<file path="config.mk">
export PLATFORM = sky130hd
export DESIGN_NAME = adll_ctrl
export DESIGN_NICKNAME = d
export VERILOG_FILES = /design/src/rtl/core/adll_pkg.sv /design/src/rtl/core/adll_ctrl.sv
export SDC_FILE = /design/constraint.sdc
export NUM_CORES = 1
export LEC_CHECK = 0
export CAP_MARGIN = 15
export CORE_MARGIN = 5
export CORE_UTILIZATION = 35
export DETAILED_ROUTE_END_ITERATION = 7
export DONT_BUFFER_PORTS = 1
export GPL_ROUTABILITY_DRIVEN = 0
export HOLD_SLACK_MARGIN = 0.08
export SYNTH_ARGS = -nofsm -noshare
export SYNTH_HDL_FRONTEND = slang
export SYNTH_SLANG_ARGS = --single-unit
</file>
<file path="constraint.sdc">
create_clock -name clk -period 23.5 [get_ports clk]
set_clock_uncertainty 0.2 [all_clocks]
set_input_delay 7.05 -clock clk [delete_from_list [all_inputs] [get_ports clk]]
set_output_delay 7.05 -clock clk [all_outputs]
set_load 0.05 [all_outputs]
</file>
<file path="src/rtl/core/adll_pkg.sv">
// Types and constants shared by the array doubly linked list unit.
`default_nettype none
package adll_pkg;

  localparam int IDX_W  = 10;
  localparam int DATA_W = 32;

  localparam logic [2:0] CMD_PUSH_FRONT = 3'd0;
  localparam logic [2:0] CMD_PUSH_BACK  = 3'd1;
  localparam logic [2:0] CMD_DELETE     = 3'd2;
  localparam logic [2:0] CMD_INS_BEFORE = 3'd3;
  localparam logic [2:0] CMD_INS_AFTER  = 3'd4;
  localparam logic [2:0] CMD_READ       = 3'd5;

  localparam logic [1:0] STAT_OK   = 2'd0;
  localparam logic [1:0] STAT_FULL = 2'd1;
  localparam logic [1:0] STAT_DEAD = 2'd2;

  typedef struct packed {
    logic [2:0]              cmd;
    logic [IDX_W-1:0]        entry_index;
    logic signed [DATA_W-1:0] new_value;
  } adll_in_t;

  typedef struct packed {
    logic [1:0]               status;
    logic [IDX_W-1:0]         assigned_index;
    logic [IDX_W-1:0]         head_index;
    logic [IDX_W-1:0]         tail_index;
    logic                     list_empty;
    logic signed [DATA_W-1:0] entry_value;
    logic [IDX_W-1:0]         entry_prev;
    logic [IDX_W-1:0]         entry_next;
  } adll_out_t;

  typedef enum logic [1:0] {
    S_IDLE,
    S_EXEC,
    S_LINK,
    S_DONE
  } adll_state_t;

  typedef struct packed {
    logic val_we;
    logic live_we;
    logic live_data;
    logic prev_we;
    logic next_we;
  } adll_wr_t;

endpackage
`default_nettype wire

</file>
<file path="src/rtl/core/adll_ctrl.sv">
// Command sequencer: live check, link updates, head/tail state and result register.
`default_nettype none
module adll_ctrl #(
  parameter int POOL_DEPTH  = 1024,
  parameter int VALUE_WIDTH = 32
) (
  input  wire                            clk,
  input  wire                            rst_n,
  input  wire                            in_valid,
  output logic                           in_stall,
  input  adll_pkg::adll_in_t             in_data,
  output logic                           out_valid,
  input  wire                            out_stall,
  output adll_pkg::adll_out_t            out_data,
  output logic                           rd_en,
  output logic [$clog2(POOL_DEPTH)-1:0]  rd_addr,
  output adll_pkg::adll_wr_t             wr,
  output logic [$clog2(POOL_DEPTH)-1:0]  ent_waddr,
  output logic [VALUE_WIDTH-1:0]         val_wdata,
  output logic [$clog2(POOL_DEPTH)-1:0]  prev_waddr,
  output logic [$clog2(POOL_DEPTH)-1:0]  prev_wdata,
  output logic [$clog2(POOL_DEPTH)-1:0]  next_waddr,
  output logic [$clog2(POOL_DEPTH)-1:0]  next_wdata,
  input  wire [VALUE_WIDTH-1:0]          rd_value,
  input  wire [$clog2(POOL_DEPTH)-1:0]   rd_prev,
  input  wire [$clog2(POOL_DEPTH)-1:0]   rd_next,
  input  wire                            rd_live
);
  import adll_pkg::*;

  localparam int IW = $clog2(POOL_DEPTH);
  localparam int FW = IW + 1;
  localparam int CW = (FW > IDX_W) ? FW : IDX_W;

  adll_state_t            state_r, state_nxt;
  logic [2:0]             cmd_r, cmd_nxt;
  logic [IDX_W-1:0]       k_r, k_nxt;
  logic [VALUE_WIDTH-1:0] val_r, val_nxt;
  logic [IW-1:0]          head_r, head_nxt;
  logic [IW-1:0]          tail_r, tail_nxt;
  logic                   empty_r, empty_nxt;
  logic [FW-1:0]          next_free_r, next_free_nxt;
  logic [IW-1:0]          n_r, n_nxt;
  logic [IW-1:0]          lnk_next_addr_r, lnk_next_addr_nxt;
  logic [IW-1:0]          lnk_prev_addr_r, lnk_prev_addr_nxt;
  logic                   need_link;
  adll_out_t              res_r, res_nxt;
  adll_out_t              out_r, out_nxt;
  logic                   out_valid_r, out_valid_nxt;

  logic [IW-1:0]          k_addr;
  logic [IW-1:0]          n_new;
  logic                   full;
  logic                   live_ok;
  logic                   out_free;

  assign k_addr   = IW'(k_r);
  assign n_new    = next_free_r[IW-1:0];
  assign full     = (next_free_r == FW'(POOL_DEPTH));
  assign live_ok  = (k_r != '0) && (CW'(k_r) < CW'(next_free_r)) && rd_live;
  assign out_free = !out_valid_r || !out_stall;

  always_comb begin
    state_nxt = state_r;
    case (state_r)
      S_IDLE: begin
        if (in_valid) begin
          state_nxt = S_EXEC;
        end
      end
      S_EXEC: begin
        state_nxt = need_link ? S_LINK : S_DONE;
      end
      S_LINK: begin
        state_nxt = S_DONE;
      end
      S_DONE: begin
        if (out_free) begin
          state_nxt = S_IDLE;
        end
      end
      default: begin
        state_nxt = S_IDLE;
      end
    endcase
  end

  always_comb begin
    cmd_nxt           = cmd_r;
    k_nxt             = k_r;
    val_nxt           = val_r;
    head_nxt          = head_r;
    tail_nxt          = tail_r;
    empty_nxt         = empty_r;
    next_free_nxt     = next_free_r;
    n_nxt             = n_r;
    lnk_next_addr_nxt = lnk_next_addr_r;
    lnk_prev_addr_nxt = lnk_prev_addr_r;
    need_link         = 1'b0;
    res_nxt           = res_r;
    out_nxt           = out_r;
    out_valid_nxt     = out_valid_r && out_stall;
    rd_en             = 1'b0;
    wr                = '0;
    ent_waddr         = n_new;
    val_wdata         = val_r;
    prev_waddr        = n_new;
    prev_wdata        = n_new;
    next_waddr        = n_new;
    next_wdata        = n_new;

    case (state_r)
      S_IDLE: begin
        if (in_valid) begin
          rd_en   = 1'b1;
          cmd_nxt = in_data.cmd;
          k_nxt   = in_data.entry_index;
          val_nxt = VALUE_WIDTH'(in_data.new_value);
        end
      end
      S_EXEC: begin
        res_nxt        = '0;
        res_nxt.status = STAT_OK;
        case (cmd_r)
          CMD_PUSH_FRONT, CMD_PUSH_BACK: begin
            if (full) begin
              res_nxt.status = STAT_FULL;
            end else begin
              res_nxt.assigned_index = IDX_W'(n_new);
              n_nxt          = n_new;
              next_free_nxt  = next_free_r + FW'(1);
              wr.val_we      = 1'b1;
              wr.live_we     = 1'b1;
              wr.live_data   = 1'b1;
              wr.prev_we     = 1'b1;
              wr.next_we     = 1'b1;
              if (empty_r) begin
                prev_wdata = n_new;
                next_wdata = n_new;
                head_nxt   = n_new;
                tail_nxt   = n_new;
                empty_nxt  = 1'b0;
              end else begin
                prev_wdata        = tail_r;
                next_wdata        = head_r;
                need_link         = 1'b1;
                lnk_next_addr_nxt = tail_r;
                lnk_prev_addr_nxt = head_r;
                if (cmd_r == CMD_PUSH_FRONT) begin
                  head_nxt = n_new;
                end else begin
                  tail_nxt = n_new;
                end
              end
            end
          end
          CMD_DELETE: begin
            if (!live_ok) begin
              res_nxt.status = STAT_DEAD;
            end else begin
              ent_waddr    = k_addr;
              wr.live_we   = 1'b1;
              wr.live_data = 1'b0;
              if (rd_prev == k_addr && rd_next == k_addr) begin
                head_nxt  = '0;
                tail_nxt  = '0;
                empty_nxt = 1'b1;
              end else begin
                wr.next_we = 1'b1;
                next_waddr = rd_prev;
                next_wdata = rd_next;
                wr.prev_we = 1'b1;
                prev_waddr = rd_next;
                prev_wdata = rd_prev;
                if (head_r == k_addr) begin
                  head_nxt = rd_next;
                end
                if (tail_r == k_addr) begin
                  tail_nxt = rd_prev;
                end
              end
            end
          end
          CMD_INS_BEFORE, CMD_INS_AFTER: begin
            if (!live_ok) begin
              res_nxt.status = STAT_DEAD;
            end else if (full) begin
              res_nxt.status = STAT_FULL;
            end else begin
              res_nxt.assigned_index = IDX_W'(n_new);
              n_nxt         = n_new;
              next_free_nxt = next_free_r + FW'(1);
              need_link     = 1'b1;
              wr.val_we     = 1'b1;
              wr.live_we    = 1'b1;
              wr.live_data  = 1'b1;
              wr.prev_we    = 1'b1;
              wr.next_we    = 1'b1;
              if (cmd_r == CMD_INS_BEFORE) begin
                prev_wdata        = rd_prev;
                next_wdata        = k_addr;
                lnk_next_addr_nxt = rd_prev;
                lnk_prev_addr_nxt = k_addr;
                if (head_r == k_addr) begin
                  head_nxt = n_new;
                end
              end else begin
                prev_wdata        = k_addr;
                next_wdata        = rd_next;
                lnk_next_addr_nxt = k_addr;
                lnk_prev_addr_nxt = rd_next;
                if (tail_r == k_addr) begin
                  tail_nxt = n_new;
                end
              end
            end
          end
          CMD_READ: begin
            if (!live_ok) begin
              res_nxt.status = STAT_DEAD;
            end else begin
              res_nxt.entry_value = DATA_W'(signed'(rd_value));
              res_nxt.entry_prev  = IDX_W'(rd_prev);
              res_nxt.entry_next  = IDX_W'(rd_next);
            end
          end
          default: begin
          end
        endcase
        res_nxt.head_index = IDX_W'(head_nxt);
        res_nxt.tail_index = IDX_W'(tail_nxt);
        res_nxt.list_empty = empty_nxt;
      end
      S_LINK: begin
        wr.next_we = 1'b1;
        next_waddr = lnk_next_addr_r;
        next_wdata = n_r;
        wr.prev_we = 1'b1;
        prev_waddr = lnk_prev_addr_r;
        prev_wdata = n_r;
      end
      S_DONE: begin
        if (out_free) begin
          out_valid_nxt = 1'b1;
          out_nxt       = res_r;
        end
      end
      default: begin
      end
    endcase
  end

  always_ff @(posedge clk) begin
    if (!rst_n) begin
      state_r     <= S_IDLE;
      head_r      <= '0;
      tail_r      <= '0;
      empty_r     <= 1'b1;
      next_free_r <= FW'(1);
      out_valid_r <= 1'b0;
    end else begin
      state_r     <= state_nxt;
      head_r      <= head_nxt;
      tail_r      <= tail_nxt;
      empty_r     <= empty_nxt;
      next_free_r <= next_free_nxt;
      out_valid_r <= out_valid_nxt;
    end
  end

  always_ff @(posedge clk) begin
    cmd_r           <= cmd_nxt;
    k_r             <= k_nxt;
    val_r           <= val_nxt;
    n_r             <= n_nxt;
    lnk_next_addr_r <= lnk_next_addr_nxt;
    lnk_prev_addr_r <= lnk_prev_addr_nxt;
    res_r           <= res_nxt;
    out_r           <= out_nxt;
  end

  assign rd_addr   = IW'(in_data.entry_index);
  assign in_stall  = (state_r != S_IDLE);
  assign out_valid = out_valid_r;
  assign out_data  = out_r;

endmodule
`default_nettype wire

</file>
## Word level (Yosys, flattened, before mapping)

Index checks and enable logic that the tools add are counted.

| cells by class | value |
|---|---|
| add/sub/neg operators | 1 |
| order comparisons | 1 |
| equal/unequal tests | 19 |
| muxes and demuxes | 96 |
| reductions and logical operators | 21 |

Operator list:

| operator | count |
|---|---|
| 2-to-1 mux 10 bit | 51 |
| one-hot mux 10 bit (2 select lines) | 8 |
| one-hot mux 10 bit (3 select lines) | 4 |
| equality test 10 bit | 4 |
| 2-to-1 mux 11 bit | 2 |
| one-hot mux 11 bit (2 select lines) | 1 |
| 2-to-1 mux 1 bit | 14 |
| inequality test 2 bit, second input constant | 6 |
| one-hot mux 4 bit (3 select lines) | 1 |
| adder 11 x 1 -> 11 bit, second input constant | 1 |
| equality test 11 bit, second input constant | 1 |
| < comparator 10 x 11 -> 1 bit | 1 |
| 2-to-1 mux 2 bit | 5 |
| 2-to-1 mux 5 bit | 2 |
| nonzero test 10 bit | 1 |
| one-hot mux 2 bit (4 select lines) | 1 |
| AND reduction 2 bit | 4 |
| equality test 3 x 2 -> 1 bit, second input constant | 2 |
| equality test 3 bit, second input constant | 2 |
| one-hot mux 1 bit (2 select lines) | 3 |
| one-hot mux 2 bit (3 select lines) | 1 |
| AND reduction 6 bit | 1 |
| OR reduction 2 bit | 3 |
| equality test 2 bit, second input constant | 2 |
| other kinds (12) | 17 |

| storage, ports and cells | value |
|---|---|
| register bits after elaboration | 280 |
| bits of input ports | 102 |
| output and inout port bits | 185 |
| logic and storage cells | 166 |

## Logic depth before layout (Yosys ltp)

| depth | value |
|---|---|
| depth in word-level cells | 8 |
| gate-level depth with buffers | 12 |
| mapped depth without buffers | 9 |

## Worst setup path before layout

Ideal clock, no wire load.

| timing | value |
|---|---|
| kind | input to output |
| from | in rd_prev[1] |
| to | out prev_waddr[0] |
| data arrival time | 9.445 ns |
| data required time | 16.250 ns |
| slack | 6.805 ns |
| cell stages on the path | 8 |
| path through | or3_1 a22oi_1 o221ai_2 nor2_4 o21a_1 buf_2 a22oi_1 o21ai_0 |

| on the way | value |
|---|---|
| longest elaborated chain between the ends | 6 |

Ends and longest elaborated chain:

| element | RTL line | RTL |
|---|---|---|
| from (decl) | adll_ctrl.sv:25 | `input wire [$clog2(POOL_DEPTH)-1:0] rd_prev,` |
| equality test 10 bit | adll_ctrl.sv:164 | `if (rd_prev == k_addr && rd_next == k_addr) begin` |
| logical AND 1 bit | adll_ctrl.sv:164 |  |
| 2-to-1 mux 10 bit | adll_ctrl.sv:164 |  |
| 2-to-1 mux 10 bit | adll_ctrl.sv:158 | `if (!live_ok) begin` |
| 2-to-1 mux 10 bit | adll_ctrl.sv:124 | `case (cmd_r)` |
| one-hot mux 10 bit (2 select lines) | adll_ctrl.sv:112 | `case (state_r)` |
| to (decl) | adll_ctrl.sv:20 | `output logic [$clog2(POOL_DEPTH)-1:0] prev_waddr,` |

Every way passes these cells.

## Final worst setup path

| timing | value |
|---|---|
| from | in rd_live |
| to | out ent_waddr[0] |

| on the way | value |
|---|---|
| longest elaborated chain between the ends | 4 |

Ends and longest elaborated chain:

| element | RTL line | RTL |
|---|---|---|
| from (decl) | adll_ctrl.sv:27 | `input wire rd_live` |
| logical AND 1 bit | adll_ctrl.sv:60 | `assign live_ok = (k_r != '0) && (CW'(k_r) < CW'(next_free_r)) && rd_live;` |
| 2-to-1 mux 10 bit | adll_ctrl.sv:158 |  |
| 2-to-1 mux 10 bit | adll_ctrl.sv:124 |  |
| 2-to-1 mux 10 bit | adll_ctrl.sv:112 |  |
| to (decl) | adll_ctrl.sv:18 | `output logic [$clog2(POOL_DEPTH)-1:0] ent_waddr,` |

Every way passes these cells.

==> metrics <==
Die ar. 42,200 um^2; largest net degree at the start of global routing between 80 and 90; Slowest-stage cell, CP o21ai_1; vias in the first global route roughly 9,600; clk_lat worst skew 0.53 ns; Crit path depth 4; #FFs+latches synth 280; library cells used by synthesis 80; most common cell after layout, fill and taps aside edfxtp_1; sequential share of the synthesized area 60.3%; initial antenna violation count 1; worst-path maximum fanout 20; status completed; clk buf depth 3; drt wl/cell about 28 um; Worst Hold Class reg -> reg; number of flops mapped to enable cells by yosys 245; post-CTS setup buffers 0; Syn Inst Count 1,138; share of cells above drive strength 1 between 10% and 20%; Final Cycle Share 74.5%; Pwr Total 2.08 mW; Post-DP HPWL 31,800 um; CP Launch Type input port; CTS tree done; RSZ-0062 raised after global routing false; hold path startpoint res_r[14]$_SDFFCE_PN0P_; # setup viols final 0; CP cell instances o311a_2 > o21a_1 > nand3_1 > o21ai_1; WL final 45,900 um; top cell family by delay on the critical path compound AO/OA/AOI/OAI gates; reg2reg start next_free_r[8]$_SDFFE_PN0P_; CP Class in -> out; fin. max-slew vios 0; Starting DRT DRC Count 1,342; MaxCap Viol Count 0; sum of negative setup slack 0 ns; min cycle time layout 17.50 ns; VDD IR max 0.0792 mV; num rows 71; htree depth 2; worst slew pin tran about 1.2 ns; Post-CTS Resized 0; Final ANT Viol Nets 0; Core Util, Final 40.2%; Die Wd 205 um; Reg2Reg Setup Slack about 19 ns; synthesized cell area 13,400 um^2; Yosys warning count 0; first-pass GRT wire length 65,700 um; Leak 4.96 nW; post-synth net total around 1,300; Fin. Hold Viols 0; CP max stage delay roughly 1.2 ns; max_slew headroom a little under a fifth; clk root buf clkbuf_16; WHS Endpoint out_data[14]$_DFFE_PP_; buffers and inverters on the worst path 0; CTS Buf Count 34; fmax 0.0571 GHz; commonest non-fill, non-tap cells in the layout edfxtp_1 (245), nand2_1 (89), nor2_1 (61); worst hold slack 0.218 ns; Num Clock Sinks 280; GR Overflow Total 0; Worst EP arrival slightly above 10 ns; Clock transition at path regs roughly 0.06 ns; drt first pass iters 5; asr flop ratio synth 0%; Total Nets Final 1,247; via count around 10,000; Hold Crit Depth 0; initial core utilization 35.5%; endpoint type of the worst setup path primary output; Fill cells 3,567; terminus of the critical flop-to-flop path res_r[64]$_DFFE_PP_; GRT Resource Usage Total 21.0%; dpl cell area between 10,000 and 15,000 um^2; routed vias/inst 6.07; Synth Flop Type edfxtp_1; Layout area overhead 13.4%; reg2reg path depth 8; WP data required 16.25 ns; I/O Buffers 0; die height 205 um; Remaining DRCs 0; power per cell area between 100 and 150 nW/um^2; Core ar. 37,700 um^2; design area about 15,000 um^2; hold-fix buffers at CTS 0; Synth Area per Inst 11.7 um^2; Top-Level Pins between 200 and 300
-- area by class of cell --
cell class | instances | area, um^2 | share of cell area (%)
diodes | 1 | 2.50 | 0.0165
clock buffers | 43 | 948 | 6.26
clock inverters | 18 | 203 | 1.34
inverters | 38 | 143 | 0.942
multi-input cells | 726 | 4760 | 31.4
flip-flops and latches | 280 | 8060 | 53.2
well taps | 511 | 639 | 4.22
repair buffers | 49 | 390 | 2.58
-- worst register-to-register path, cell delays in order, from the launching register on --
cell	delay, ns
dfxtp_1	0.97
inv_1	0.26
ha_1	0.39
a211oi_1	0.24
o311a_2	0.36
o21a_1	0.71
a31oi_1	0.25
nor2_1	0.71
a22oi_1	0.31
-- metal layers --
metal / share of wire [%] / GRT usage (%)
met5: 0.028 / 0
met4: 5.5 / 9.98
met3: 13 / 7.31
met2: 43 / 31.7
met1: 38 / 27.2
-- metrics by stage --
| stage | std cells | setup WS (ns) |
|---|---|---|
| after global placement | 1604 | 6.14 |
| after floorplan | 1138 | 6.81 |
| after CTS | 1665 | 6.07 |
| after detailed placement | 1604 | 6.07 |
| final | 1666 | 6.00 |
| after global routing | 1665 | 5.92 |
-- cells by family (layout without fill, tap and decap cells) --
group / Yosys count / in the layout / share of synthesized area (%)
AOI/OAI and AO/OA: 342 / 342 / 18.4
xor gates and xnor gates: 24 / 24 / 1.57
adders and majority gates: 16 / 16 / 1.50
buffers and inverters: 132 / 148 / 4.47
DFF: 280 / 280 / 60.3
muxes: 13 / 13 / 1.05
other: 0 / 1 / 0
and+or+nand+nor: 331 / 331 / 12.7
-- worst max path at each step --
| stage | from | to |
|---|---|---|
| after floorplan | rd_prev[1] | prev_waddr[0] |
| after global placement | rd_live | ent_waddr[0] |
| after detailed placement | rd_live | ent_waddr[0] |
| after CTS | rd_live | ent_waddr[0] |
| after global routing | rd_live | ent_waddr[2] |
| final | rd_live | ent_waddr[0] |
-- where the power goes --
| group | leakage, nW | internal, mW | switching (mW) |
|---|---|---|---|
| clock | 0.561 | 0.339 | 0.202 |
| sequential | 2.58 | 0.698 | 0.177 |
| combinational | 1.82 | 0.163 | 0.502 |
| total | 4.96 | 1.20 | 0.881 |
-- flip-flops by register name, indices dropped and copies added, names as in the netlist --
| signal | flops |
|---|---|
| out_valid | 1 |
| next_free_r | 11 |
| tail_r | 10 |
| res_r | 85 |
| empty_r | 1 |
| k_addr | 10 |
| cmd_r | 3 |
| state_r | 2 |
| n_r | 10 |
| lnk_prev_addr_r | 10 |
| val_wdata | 32 |
| head_r | 10 |
| lnk_next_addr_r | 10 |
| out_data | 85 |
-- synthesized netlist by cell type (10+ instances only) --
master / count / area (um^2)
o21ai_0: 67 / 335
xnor2_1: 24 / 210
a31oi_1: 31 / 194
nand3_1: 22 / 110
o22ai_1: 11 / 68.8
a32o_1: 12 / 120
dfxtp_1: 35 / 701
a21oi_1: 38 / 190
nor2_1: 62 / 233
and3_1: 10 / 62.6
buf_4: 14 / 105
clkbuf_1: 49 / 184
a22oi_1: 39 / 293
a22o_1: 12 / 105
o221ai_1: 10 / 87.6
o21ai_1: 18 / 90.1
nor3_1: 32 / 160
edfxtp_1: 245 / 7360
nand2_1: 89 / 334
o31ai_1: 16 / 120
buf_2: 26 / 130
and2_1: 61 / 382
ha_1: 16 / 200
inv_1: 37 / 139
No activity file was read; power rests on OpenSTA's default activity.
